==> config.mk <==
export PLATFORM = sky130hd
export DESIGN_NAME = rws_div
export DESIGN_NICKNAME = d
export VERILOG_FILES = /design/src/sv/rws_div.sv
export SDC_FILE = /design/constraint.sdc
export NUM_CORES = 1
export LEC_CHECK = 0
export BUFFER_PORTS_ARGS = -buffer_cell sky130_fd_sc_hd__buf_2
export CAP_MARGIN = 25
export CORE_MARGIN = 3
export CORE_UTILIZATION = 25
export DETAILED_ROUTE_END_ITERATION = 10
export SYNTH_ARGS = -nofsm -noshare
export SYNTH_HDL_FRONTEND = slang
export SYNTH_SLANG_ARGS = --single-unit
==> constraint.sdc <==
create_clock -name clk -period 4.5 [get_ports clk]
set_input_delay 0.9 -clock clk [delete_from_list [all_inputs] [get_ports clk]]
set_output_delay 0.9 -clock clk [all_outputs]
set_load 0.01 [all_outputs]
==> src/sv/rws_div.sv <==
// restoring divider, one quotient bit per cycle
// standalone; widths set by parameters
`timescale 1ns / 1ps

module rws_div #(
  parameter int NUM_W = 30,
  parameter int DEN_W = 7
) (
  input  logic             clk,
  input  logic             rst,
  input  logic             start,
  input  logic [NUM_W-1:0] num,
  input  logic [DEN_W-1:0] den,
  output logic             busy,
  output logic [NUM_W-1:0] quo
);

  localparam int CW = $clog2(NUM_W + 1);

  logic [CW-1:0]    cnt;
  logic [DEN_W-1:0] rem;
  logic [DEN_W-1:0] den_r;
  logic [DEN_W:0]   trial;
  logic             ge;

  assign trial = {rem, quo[NUM_W-1]};
  assign ge    = trial >= {1'b0, den_r};

  always_ff @(posedge clk) begin
    if (rst) begin
      busy <= 1'b0;
      cnt  <= '0;
    end else if (start) begin
      busy <= 1'b1;
      cnt  <= CW'(NUM_W);
    end else if (busy) begin
      cnt  <= cnt - 1'b1;
      busy <= (cnt != CW'(1));
    end
  end

  always_ff @(posedge clk) begin
    if (start) begin
      quo   <= num;
      rem   <= '0;
      den_r <= den;
    end else if (busy) begin
      quo <= {quo[NUM_W-2:0], ge};
      rem <= ge ? DEN_W'(trial - {1'b0, den_r}) : DEN_W'(trial);
    end
  end

endmodule

==> metrics.yaml <==
status: "complete, no violations"
crit_family: "flip-flops"
port_buffers: 70
routed_wl_mm: 5.48
crit_path_cell_trace: "buf_2"
die_h_um: 108
die_w_um: 108
critPathKind: "reg2out"
report.final.slew_viol_count: 0
grt_pass1_wl_mm: 8.85
postCtsHoldBufs: 0
cts_setup_buffers: 0
first_pass_iters: 4
grt-ovfl-total: 0
syn_inst: 202
die_area_sq_um: 11600
post-dp-hpwl_mm: 4.00
mostFrequentLayoutCell: "buf_2"
fillers: 1034
worst_ep_arrival_time_ps: 1370
post_drt_wl_per_cell_um: 13.5
synth_warnings: 0
max_cap_violations: 0
yosys.area.top_type_share_pct: 42.9
numCtsBuffers: 5
yosysUniqueCellTypes: 50
yosysTopAreaCell: "edfxtp_1"
crit_path_start_kind: "register"
synth_nets: 252
power_leakage_nw: 1.29
crit_buf_inv: 1
grt_max_degree: 31
fin_setup_tns_ps: 0
worst_pin_slew_ps: 749
netlist_area_sq_um: 2590
grt_usage_pct: 9.58
hp-class: "reg2reg"
htree_levels: 2
ys_async_sr_fraction_pct: 0
layout.nets: 321
clk_latency_ps: 300
cts-root-buf: "clkbuf_8"
final_cell_mix: "buf_2 (70), edfxtp_1 (37), mux2_2 (30)"
max_slew_margin_pct: 50.0
rsz0062_at_grt: "false"
whs_ps: 524
path_clk_slew_ps: 100
cp.required_ps: 3600
ctsResizeCount: 0
hold_viol_final: 0
start_util_pct: 26.1
core_sq_um: 9910
post-route-min-period_ps: 2270
gp_congestion: 0.726
drive_above_1_share_pct: 45.2
synth_flop_cell: "edfxtp_1"
antenna-diode-count: 0
clock.fmax_ghz: 0.440
synth-edff-count: 37
grt_pass1_vias: 1794
critPathMaxStageDelay_ps: 820
fp-row-count: 36
total_power_mw: 1.06
area_growth_pct: 21.7
ir_drop_uv: 142
avgViaCountPerCell: 4.53
finClkSkew_ps: 6.96
power.density_nw_per_um2: 337
slowest_stage: "dfxtp_1"
ys_seq_area_share_pct: 52.9
cts_tree: "done"
synthTopCellsByArea: "edfxtp_1 (43%), mux2_2 (13%), dfxtp_1 (10%), ha_1 (4.3%), nor3b_1 (2.3%)"
antenna_left: 0
cts.sinks: 50
antenna_found_initial: 0
ioPinCount: 71
drc: 0
endpoint_kind: "primary output"
fin_crit_sh_pct: 50.5
cts_buffer_depth: 2
postSynthAreaPerCell_sq_um: 12.8
vias: 1833
ys_ff_latch: 50
path_max_fanout: 25
drt_iter0_drc: 70
setup_viol: 0
sequential cells by signal, indices dropped and copies added, names as in the netlist:
register,flops
busy,1
den_r,7
cnt,5
rem,7
quo,30
kinds of logic after synthesis:
kind of cell / synth area share (%)
buffers and inverters: 4.20
AOI/OAI and AO/OA: 11.4
and+or+nand+nor: 11.3
DFF: 52.9
xor gates and xnor gates: 2.03
adders and majority gates: 5.12
muxes: 13.0
cell usage after synthesis (all sizes together), types with 5 or more instances:
master and count:
clkbuf 5, dfxtp 13, nor3b 8, xnor2 5, edfxtp 37, nor3 5
inv 14, a21oi 6, nand2 6, o21ai 5, mux2 30, ha 9
worst paths after layout:
check	start	to	slack, ps	cells past startpoint
worst max-delay path	busy	busy	2230	1
worst min-delay path	rem[0]	rem[1]	520	2
worst max register to register	quo[29]	rem[2]	2360	7
worst min register to register	rem[0]	rem[1]	520	2
power breakdown:
group	switching (mW)	internal [mW]
sequential	0.0273	0.547
clock	0.159	0.124
combinational	0.106	0.0998
final cells by class:
type,instances,area [sq um],share of cell area [%]
clock inverters,2,12.5,0.397
well taps,133,166,5.28
multi-input cells,129,1110,35.2
clock buffers,6,82.6,2.62
flip-flops and latches,50,1370,43.5
inverters,14,52.6,1.67
repair buffers,71,358,11.3
per-stage QoR:
| stage | instances | setup WS (ps) | area, sq um | util, % |
|---|---|---|---|---|
| final | 405 | 2230 | 3150 | 31.8 |
| after global routing | 405 | 2120 | 3150 | 31.8 |
| after CTS | 405 | 2210 | 3150 | 31.8 |
| after detailed placement | 397 | 2100 | 3060 | 30.9 |
| after global placement | 397 | 2120 | 3060 | 30.9 |
| after floorplan | 202 | 2390 | 2590 | - |
per-layer routing:
| metal | part of all wire (%) | track usage, % | wire length (um) | vias up |
|---|---|---|---|---|
| met2 | 45 | 15.1 | 2480 | 53 |
| met4 | 0.44 | 2.16 | 24 | 0 |
| met3 | 7.3 | 3.36 | 398 | 2 |
| li1 | - | - | - | 903 |
| met1 | 47 | 12.7 | 2580 | 875 |
| met5 | 0 | 0 | 0 | - |
Note: power is estimated with default switching activity, not from simulation.
