[src/sv/rws_sqrt.sv]
// floor square root, two radicand bits and one root bit per cycle
// standalone; widths set by parameters
`timescale 1ns / 1ps

module rws_sqrt #(
  parameter int RAD_W = 60
) (
  input  logic                 clk,
  input  logic                 rst,
  input  logic                 start,
  input  logic [RAD_W-1:0]     rad,
  output logic                 busy,
  output logic [RAD_W/2-1:0]   root
);

  localparam int ROOT_W = RAD_W / 2;
  localparam int REM_W  = ROOT_W + 2;
  localparam int CW     = $clog2(ROOT_W + 1);

  logic [CW-1:0]      cnt;
  logic [RAD_W-1:0]   rad_sh;
  logic [REM_W-1:0]   rem;
  logic [REM_W+1:0]   shifted;
  logic [REM_W+1:0]   trial;
  logic               ge;

  assign shifted = {rem, rad_sh[RAD_W-1:RAD_W-2]};
  assign trial   = (REM_W+2)'({root, 2'b01});
  assign ge      = shifted >= trial;

  always_ff @(posedge clk) begin
    if (rst) begin
      busy <= 1'b0;
      cnt  <= '0;
    end else if (start) begin
      busy <= 1'b1;
      cnt  <= CW'(ROOT_W);
    end else if (busy) begin
      cnt  <= cnt - 1'b1;
      busy <= (cnt != CW'(1));
    end
  end

  always_ff @(posedge clk) begin
    if (start) begin
      rad_sh <= rad;
      rem    <= '0;
      root   <= '0;
    end else if (busy) begin
      rad_sh <= {rad_sh[RAD_W-3:0], 2'b00};
      rem    <= ge ? REM_W'(shifted - trial) : REM_W'(shifted);
      root   <= {root[ROOT_W-2:0], ge};
    end
  end

endmodule

[config.mk]
export PLATFORM = sky130hd
export DESIGN_NAME = rws_sqrt
export DESIGN_NICKNAME = d
export VERILOG_FILES = /design/src/sv/rws_sqrt.sv
export SDC_FILE = /design/constraint.sdc
export NUM_CORES = 1
export LEC_CHECK = 0
export ABC_AREA = 1
export BUFFER_PORTS_ARGS = -buffer_cell sky130_fd_sc_hd__buf_2
export CAP_MARGIN = 5
export CORE_MARGIN = 10
export CORE_UTILIZATION = 55
export CTS_BUF_LIST = sky130_fd_sc_hd__clkbuf_4 sky130_fd_sc_hd__clkbuf_8 sky130_fd_sc_hd__clkbuf_16
export DETAILED_ROUTE_END_ITERATION = 6
export PLACE_DENSITY = 0.76
export SLEW_MARGIN = 10
export SYNTH_ARGS = -nofsm -noshare
export SYNTH_HDL_FRONTEND = slang
export SYNTH_SLANG_ARGS = --single-unit
export TNS_END_PERCENT = 100
[constraint.sdc]
create_clock -name clk -period 4.8 [get_ports clk]
set_input_delay 1.44 -clock clk [delete_from_list [all_inputs] [get_ports clk]]
set_output_delay 1.44 -clock clk [all_outputs]
set_load 0.03 [all_outputs]
==> run summary <==
status: complete, no violations
worst endpoint required time: 3.36 ns
DRT Wirelength: 20.65 mm
CP Capture Type: primary output
DRC Markers: 0
initial antenna violation count: 0
leading area contributor after synthesis: edfxtp_1
drt wl/cell: 14.39 um
crit path DAT: 1.54 ns
Pwr Total: 5530 uW
Num CTS Buffers: 17
CP Cell Sequence: buf_2
GRT Overall Usage: 21.09%
largest stage delay on the critical path: 0.77 ns
Initial Util: 56.67%
via count: 7402
Max Clk Rate: 335.5 MHz
worst r2r src: busy
max-cap violations: 0
Sink Count: 128
post-route ant nets: 0
Period minus WS final: 2.981 ns
drt first-iter violations: 516
Mapped Cells: 1155
postcts setup bufs: 0
layout cells sized above 1: 14.42%
CTS Root Cell: clkbuf_16
top post-synthesis cells by area: edfxtp_1 23%, nand2_1 22%, dfxtp_1 17%
YS warnings: 0
grt total ovfl: 0
hold wc startpoint: rem[30]
setup TNS: 0 ns
Synth Flop Type: dfxtp_1
EDFF count, synth: 60
Syn Nets: 1252
first-pass GRT wire length: 34.29 mm
CTS clock-pin slew for the worst setup and hold paths: 0.06 ns
Fin. Hold Viols: 0
P per Cell Area: 606.3 nW/um2
Area growth, synth to finish: 15.04%
Worst VDD drop: 0.3122 mV
most common cell after layout, fill and taps aside: nand2_1
Mean Syn Cell Area: 6.864 um2
Vias/cell: 5.158
final slew viol count: 0
clock buffer depth: 2
post_cts resized: 0
most frequent cells in the layout: 463 x nand2_1, 167 x inv_1, 99 x nor2_1, 93 x buf_2, 68 x dfxtp_1
Layout Skew: 0.01280 ns
largest net degree at the start of global routing: 86
Setup Crit Path Kind: flip-flop to primary output
DR pass1 iterations: 5
I/O Buffers: 93
crit path max fanout: 20
flops & latches, synth: 128
Cell Area, Synth: 7928 um2
asr flop ratio synth: 0%
CTS hold repair buffers: 0
Rel. slew slack: 44.45%
Synth cell types: 45
die area: 19620 um2
crit path launch type: flip-flop
die width: 140.1 um
Synth top area share: 22.73%
chip height: 140.1 um
Tcrit/Tclk final: 62.10%
actual slew at the worst max-slew pin: 0.8332 ns
Diodes inserted: 0
Final nets: 1339
RSZ-0062 raised after global routing: false
TritonCTS clock tree: yes
slowest CP cell: dfxtp_1
Top Family by Delay on Critical Path: flip-flops
HPWL Detailed: 15.24 mm
Placement Rows: 43
Crit path buffers/inverters: 1
final count of negative-setup-slack endpoints: 0
I/O Pins: 94
routability cong.: 1.017
clock latency on the worst-skew pair: 0.44 ns
sequential share of the synthesized area: 39.90%
crit path launch: busy
HP Class: flip-flop to flip-flop
core area: 13990 um2
leak pwr: 0.004836 uW
H-Tree Depth: 4
vias in the first global route: 7218
## synth_stat cells (all sizes together), types with 2 or more instances
| master | instances |
|---|---|
| ha | 34 |
| o21bai | 8 |
| o211ai | 2 |
| o22ai | 29 |
| or2 | 4 |
| buf | 10 |
| nand3 | 61 |
| inv | 173 |
| nand2 | 476 |
| edfxtp | 60 |
| a21oi | 40 |
| nor3b | 3 |
| o21ai | 9 |
| nor2 | 113 |
| o21a | 2 |
| nor3 | 4 |
| a31oi | 2 |
| nand3b | 7 |
| a21boi | 5 |
| dfxtp | 68 |
| o31ai | 2 |
| clkinv | 2 |
| nand4 | 13 |
| clkbuf | 24 |
## registers in the layout, indices dropped and copies added, names as in the netlist
name,flops
rem,32
busy,1
rad_sh,60
root,30
cnt,5
## where the power goes
group | switching, uW | internal (uW) | leakage [uW]
Combinational | 1980 | 924 | 0.00338
Sequential | 80.8 | 1280 | 0.00117
Clock | 532 | 728 | 0.000290
Total | 2600 | 2930 | 0.00484
## routing by layer
metal / GRT usage, % / routed length (um)
met1: 26.78 / 9178
met2: 32.91 / 9252
met3: 5.747 / 1695
met4: 9.130 / 522
met5: 0 / 0
## cell type report
cell class | count | area, um2
Timing Repair Buffer | 102 | 545.5
Tap cell | 180 | 225.2
Sequential cell | 128 | 3163
Clock buffer | 19 | 475.5
Clock inverter | 13 | 98.84
Fill cell | 1322 | 4868
Multi-Input combinational cell | 818 | 3951
Inverter | 175 | 660.6
## final timing paths
kind	endpoint	slack (ns)	cells after the start
setup reg to reg	root[8]	2.09	6
hold reg to reg	rem[30]	0.46	2
hold / removal	rem[30]	0.46	2
setup / recovery	busy	1.82	1
## logic make-up after synthesis
logic type / after synthesis / share of synthesized area, %
compound gates: 102 / 7.939
fa+ha+maj: 34 / 5.366
buf+inv: 209 / 10.26
flops: 128 / 39.90
simple gates: 682 / 36.54
## through the flow
step | util, % | instance area, um2 | cells | hold WS, ns | setup WS [ns]
floorplan | - | 7928 | 1155 | 0.4272 | 0.6480
global placement | 61.09 | 8546 | 1403 | 0.4424 | 1.606
detailed placement | 61.09 | 8546 | 1403 | 0.4445 | 1.545
CTS | 65.20 | 9120 | 1435 | 0.4583 | 1.819
global route | 65.20 | 9120 | 1435 | 0.4950 | 1.739
finish | 65.20 | 9120 | 1435 | 0.4596 | 1.819
Power figures use the tool's default switching activity.
