<file path="src/sv/rws_pkg.sv">
// rolling window statistics: shared types, widths and codes
// used by the scan, the top level and the testbench; depends on nothing
`timescale 1ns / 1ps

package rws_pkg;

  localparam int SAMPLE_BITS = 24;
  localparam int WINDOW_MAX  = 64;
  localparam int PTR_W       = $clog2(WINDOW_MAX);
  localparam int CNT_W       = 7;
  localparam int SUM_W       = SAMPLE_BITS + PTR_W + 1;
  localparam int MAG_W       = SUM_W - 1;
  localparam int SQ_W        = 2 * SAMPLE_BITS + PTR_W;
  localparam int NUM_W       = 2 * MAG_W;
  localparam int NN_W        = 2 * PTR_W + 1;
  localparam int ROOT_W      = NUM_W / 2;
  localparam int STD_W       = SAMPLE_BITS - 1;
  localparam logic [STD_W-1:0] STD_MAX = {STD_W{1'b1}};

  localparam int CFG_IDX_W = 1;
  localparam logic [CFG_IDX_W-1:0] CFG_WINDOW_LENGTH = 1'b0;
  localparam logic [CFG_IDX_W-1:0] CFG_MIN_SAMPLES   = 1'b1;

  localparam logic [CNT_W-1:0] WINDOW_LENGTH_RESET = 7'd64;
  localparam logic [CNT_W-1:0] MIN_SAMPLES_RESET   = 7'd1;

  typedef struct packed {
    logic signed [SAMPLE_BITS-1:0] sample;
    logic                          series_start;
  } in_word_t;

  typedef struct packed {
    logic                          ready_res;
    logic signed [SAMPLE_BITS-1:0] mean_value;
    logic signed [SAMPLE_BITS-1:0] max_value;
    logic signed [SAMPLE_BITS-1:0] min_value;
    logic        [STD_W-1:0]       std_value;
    logic        [CNT_W-1:0]       used_count;
  } out_word_t;

  typedef struct packed {
    logic                          wr_en;
    logic [PTR_W-1:0]              wr_addr;
    logic signed [SAMPLE_BITS-1:0] wr_data;
    logic                          start;
    logic [PTR_W-1:0]              start_ptr;
    logic [CNT_W-1:0]              used;
  } scan_ctl_t;

  typedef struct packed {
    logic                          done;
    logic signed [SAMPLE_BITS-1:0] max_value;
    logic signed [SAMPLE_BITS-1:0] min_value;
    logic signed [SUM_W-1:0]       sum;
    logic [SQ_W-1:0]               sq;
  } scan_res_t;

  typedef enum logic [2:0] {
    ST_IDLE,
    ST_SCAN,
    ST_MUL,
    ST_DIVGO,
    ST_DIV,
    ST_SQGO,
    ST_SQRT,
    ST_DONE
  } state_t;

endpackage

</file>
<file path="src/sv/rws_scan.sv">
// sample ring and window scan: max, min, sum and sum of squares
// one entry per cycle; uses rws_pkg
`timescale 1ns / 1ps

module rws_scan (
  input  logic                clk,
  input  logic                rst,
  input  rws_pkg::scan_ctl_t  ctl,
  output rws_pkg::scan_res_t  res
);

  localparam int SB = rws_pkg::SAMPLE_BITS;

  logic signed [SB-1:0] ring [rws_pkg::WINDOW_MAX];

  logic [rws_pkg::PTR_W-1:0] rd_ptr;
  logic [rws_pkg::PTR_W-1:0] rd_addr;
  logic [rws_pkg::CNT_W-1:0] remain;
  logic                      issuing;
  logic                      rd_valid;
  logic                      prod_valid;
  logic                      busy;
  logic signed [SB-1:0]      rd_data;
  logic [SB-1:0]             rd_mag;
  logic [2*SB-1:0]           prod;
  logic signed [SB-1:0]      mx;
  logic signed [SB-1:0]      mn;
  logic signed [rws_pkg::SUM_W-1:0] sum;
  logic [rws_pkg::SQ_W-1:0]  sq;

  assign rd_addr = (rd_ptr == '0) ? rws_pkg::PTR_W'(rws_pkg::WINDOW_MAX - 1) : rd_ptr - 1'b1;
  assign rd_mag  = rd_data[SB-1] ? SB'(-rd_data) : SB'(rd_data);

  always_ff @(posedge clk) begin
    if (ctl.wr_en) begin
      ring[ctl.wr_addr] <= ctl.wr_data;
    end
    rd_data <= ring[rd_addr];
  end

  always_ff @(posedge clk) begin
    if (rst) begin
      issuing    <= 1'b0;
      rd_valid   <= 1'b0;
      prod_valid <= 1'b0;
      busy       <= 1'b0;
    end else begin
      rd_valid   <= issuing;
      prod_valid <= rd_valid;
      if (ctl.start) begin
        issuing <= (ctl.used != '0);
        busy    <= 1'b1;
      end else begin
        if (issuing && remain == rws_pkg::CNT_W'(1)) begin
          issuing <= 1'b0;
        end
        if (res.done) begin
          busy <= 1'b0;
        end
      end
    end
  end

  always_ff @(posedge clk) begin
    if (ctl.start) begin
      rd_ptr <= ctl.start_ptr;
      remain <= ctl.used;
      mx     <= {1'b1, {(SB-1){1'b0}}};
      mn     <= {1'b0, {(SB-1){1'b1}}};
      sum    <= '0;
      sq     <= '0;
    end else begin
      if (issuing) begin
        rd_ptr <= rd_addr;
        remain <= remain - 1'b1;
      end
      if (rd_valid) begin
        if (rd_data > mx) mx <= rd_data;
        if (rd_data < mn) mn <= rd_data;
        sum  <= sum + {{(rws_pkg::SUM_W-SB){rd_data[SB-1]}}, rd_data};
        prod <= rd_mag * rd_mag;
      end
      if (prod_valid) begin
        sq <= sq + rws_pkg::SQ_W'(prod);
      end
    end
  end

  assign res.done      = busy && !ctl.start && !issuing && !rd_valid && !prod_valid;
  assign res.max_value = mx;
  assign res.min_value = mn;
  assign res.sum       = sum;
  assign res.sq        = sq;

endmodule

</file>
<file path="config.mk">
export PLATFORM = sky130hd
export DESIGN_NAME = rws_scan
export DESIGN_NICKNAME = d
export VERILOG_FILES = /design/src/sv/rws_pkg.sv /design/src/sv/rws_scan.sv
export SDC_FILE = /design/constraint.sdc
export NUM_CORES = 2
export LEC_CHECK = 0
export BUFFER_PORTS_ARGS = -buffer_cell sky130_fd_sc_hd__buf_2
export CAP_MARGIN = 40
export CORE_ASPECT_RATIO = 1.75
export CORE_MARGIN = 2
export CORE_UTILIZATION = 60
export DETAILED_ROUTE_END_ITERATION = 7
export PLACE_DENSITY_LB_ADDON = 0.3
export SYNTH_ARGS = -nofsm -noshare
export SYNTH_HDL_FRONTEND = slang
export SYNTH_SLANG_ARGS = --single-unit
</file>
<file path="constraint.sdc">
create_clock -name clk -period 10 [get_ports clk]
set_input_delay 1 -clock clk [delete_from_list [all_inputs] [get_ports clk]]
set_output_delay 1 -clock clk [all_outputs]
set_load 0.03 [all_outputs]
</file>
==> metrics <==
status finished, final reports clean; Max Buffers Root-to-Sink 3; flops & latches, synth 1,757; CP startpoint kind flip-flop; Final setup viols 0; Fin Setup TNS 0 ns; Critical Path Most Common Cell fa_1; CTS Buf Count 151; Worst Hold Class flip-flop to flip-flop; ys flop type edfxtp_1; Routed WL 255,000 µm; die area 149,000 µm²; initial antenna violation count 12; drt wl/cell 29.6 µm; crit-path max FO 8; fin. max-slew vios 0; Final #Nets 7,393; post-route ant nets 0; vias in the first global route 57,125; Residual DRC 0; CP Capture Type flip-flop; clock latency on the worst-skew pair 0.81 ns; Final min period 9.76 ns; Period Utilization, post-route 0.976; Final HPWL DP 170,000 µm; Die Span Y 509 µm; Met2 Wirelength 129,000 µm; port bufs 180; clk_skew 0.0274 ns; R2R Path Start rd_data[8]$_DFF_P_; Initial Utilization 0.603; first-pass GRT wire length 368,000 µm; WP data required 10.56 ns; CTS tree yes; Async SR Flop Fraction 0; Via density 6.43; highest cell delay on the worst timing path 0.72 ns; Pre-antenna DRT Iters 5; CTS Sinks 1,757; DR WL met3 21,200 µm; EDFF count, synth 1,596; Crit path max-delay family adder cells; # rows 185; P&R area growth vs syn 10.4%; Synth Cell Area 87,500 µm²; Cell variety after synth 88; MaxCap Viol Count 0; Peak Freq 102 MHz; I/O pin count 181; Iter 0 DRT Violations 5,747; Setup CP Type flip-flop to flip-flop; Fin. Hold Viols 0; Worst Setup SP rd_data[8]$_DFF_P_; Worst Hold Launch issuing$_SDFFE_PP0P_; Fill cells 9,956; Worst EP arrival 10.32 ns; Root Driver clkbuf_16; Worst Max-Slew Pin Slew 0.998 ns; Syn Area/Cell 13.8 µm²; highest metal used met5; synthesized instance count 6,342; sequential-to-total area share from yosys stat 0.584; Post-CTS Setup Inserts 0; worst path bufs/invs 4; die width 293 µm; total track usage 0.345; Slowest-stage cell, CP fa_1; htree depth 4; Reg clk slew, reported paths 0.07 ns; layout cells sized above 1 0.146; total gr overflow 0; core area 145,000 µm²; vias 55,448; Placer Congestion 1.01; Metal-1 WL 76,900 µm; Slew HR 0.330; count of yosys warnings during synthesis 0; largest net degree at the start of global routing 106
layout by cell type, fill, tap and decap left out, types with 138 or more instances in the layout:
cell type	Yosys	final
edfxtp_1	1596	1596
nand2_1	787	787
inv_1	649	649
fa_1	425	425
ha_1	297	296
nor2_1	349	285
nand3_1	252	252
mux4_2	250	250
o21ai_0	210	209
buf_4	14	203
buf_2	48	186
dfxtp_1	161	159
clkbuf_16	0	155
a21oi_1	143	140
mux2i_1	139	138
through the flow:
stage | setup slack (ns) | utilization | hold WS [ns] | area (µm²) | cells
floorplan | 1.05 | - | 0.429 | 87600 | 6357
global placement | 0.0439 | 0.631 | 0.450 | 91500 | 8319
detailed placement | -0.102 | 0.632 | 0.442 | 91700 | 8337
CTS | 0.0721 | 0.665 | 0.413 | 96600 | 8612
global route | -0.0325 | 0.666 | 0.428 | 96600 | 8619
finish | 0.239 | 0.666 | 0.449 | 96600 | 8622
sequential cells by signal, summed over array words and instances, names as in the netlist, 6 cells and up:
name     count
sum         31
mn          24
mx          24
rd_data     24
rd_ptr       6
ring      1536
remain       7
sq          54
prod        47
cell usage after synthesis (19+ instances only):
| master | number | area, µm² |
|---|---|---|
| edfxtp_1 | 1596 | 47900 |
| xor2_1 | 44 | 385 |
| ha_1 | 297 | 3720 |
| a21o_1 | 89 | 668 |
| clkbuf_1 | 197 | 739 |
| fa_1 | 425 | 8510 |
| a31oi_1 | 20 | 125 |
| nor2b_1 | 23 | 144 |
| nor3_1 | 31 | 155 |
| a21oi_1 | 143 | 716 |
| nor2_1 | 349 | 1310 |
| mux4_2 | 250 | 5630 |
| buf_1 | 26 | 97.6 |
| nand2_1 | 787 | 2950 |
| mux2i_1 | 139 | 1390 |
| o21ai_0 | 210 | 1050 |
| a32oi_1 | 59 | 517 |
| inv_1 | 649 | 2440 |
| o211ai_1 | 62 | 465 |
| buf_2 | 48 | 240 |
| xnor2_1 | 91 | 797 |
| nand4_1 | 23 | 144 |
| o21bai_1 | 19 | 143 |
| dfxtp_1 | 161 | 3220 |
| or3_1 | 19 | 119 |
| o2111ai_1 | 100 | 876 |
| nand3_1 | 252 | 1260 |
logic make-up (layout without fill, tap and decap cells):
group	Yosys count	in the layout	share of synthesized area
flip-flops	1757	1757	0.584
AND/OR/NAND/NOR	1568	1568	0.0763
buffers and inverters	945	1334	0.0419
AO/OA/AOI/OAI	816	816	0.0630
adder cells (fa/ha/maj)	722	722	0.140
multiplexers	394	394	0.0808
XOR/XNOR	138	138	0.0141
other	2	23	0.0000858
path summary, 6_finish.rpt:
kind,slack (ns),cells after the start,endpoint
setup / recovery,0.24,27,prod[46]$_DFFE_PP_
hold / removal,0.45,1,rd_valid$_SDFF_PP0_
setup reg to reg,0.24,27,prod[46]$_DFFE_PP_
hold reg to reg,0.45,1,rd_valid$_SDFF_PP0_
routing by layer:
layer | GRT usage | vias to the layer above
li1 | - | 23446
met1 | 0.358 | 27773
met2 | 0.594 | 3226
met3 | 0.0654 | 991
met4 | 0.313 | 12
met5 | 0 | -
timing repair:
item                                   CTS  global route
hold buffers                             0             0
resized for setup                        1             7
cloned                                   0             0
setup endpoints to repair                2             9
endpoints found under the hold margin    0             0
final cells by class:
cell class	instances	area (µm²)	share of cell area
flip-flops and latches	1757	51200	0.529
well taps	1870	2340	0.0242
clock inverters	81	800	0.00827
diodes	6	15.0	0.000155
inverters	659	2470	0.0256
multi-input cells	3655	33200	0.343
repair buffers	400	2670	0.0276
clock buffers	194	4050	0.0419
Power is not shown: default switching activity piles up to over one toggle a cycle in this logic, so the estimate is an artifact.
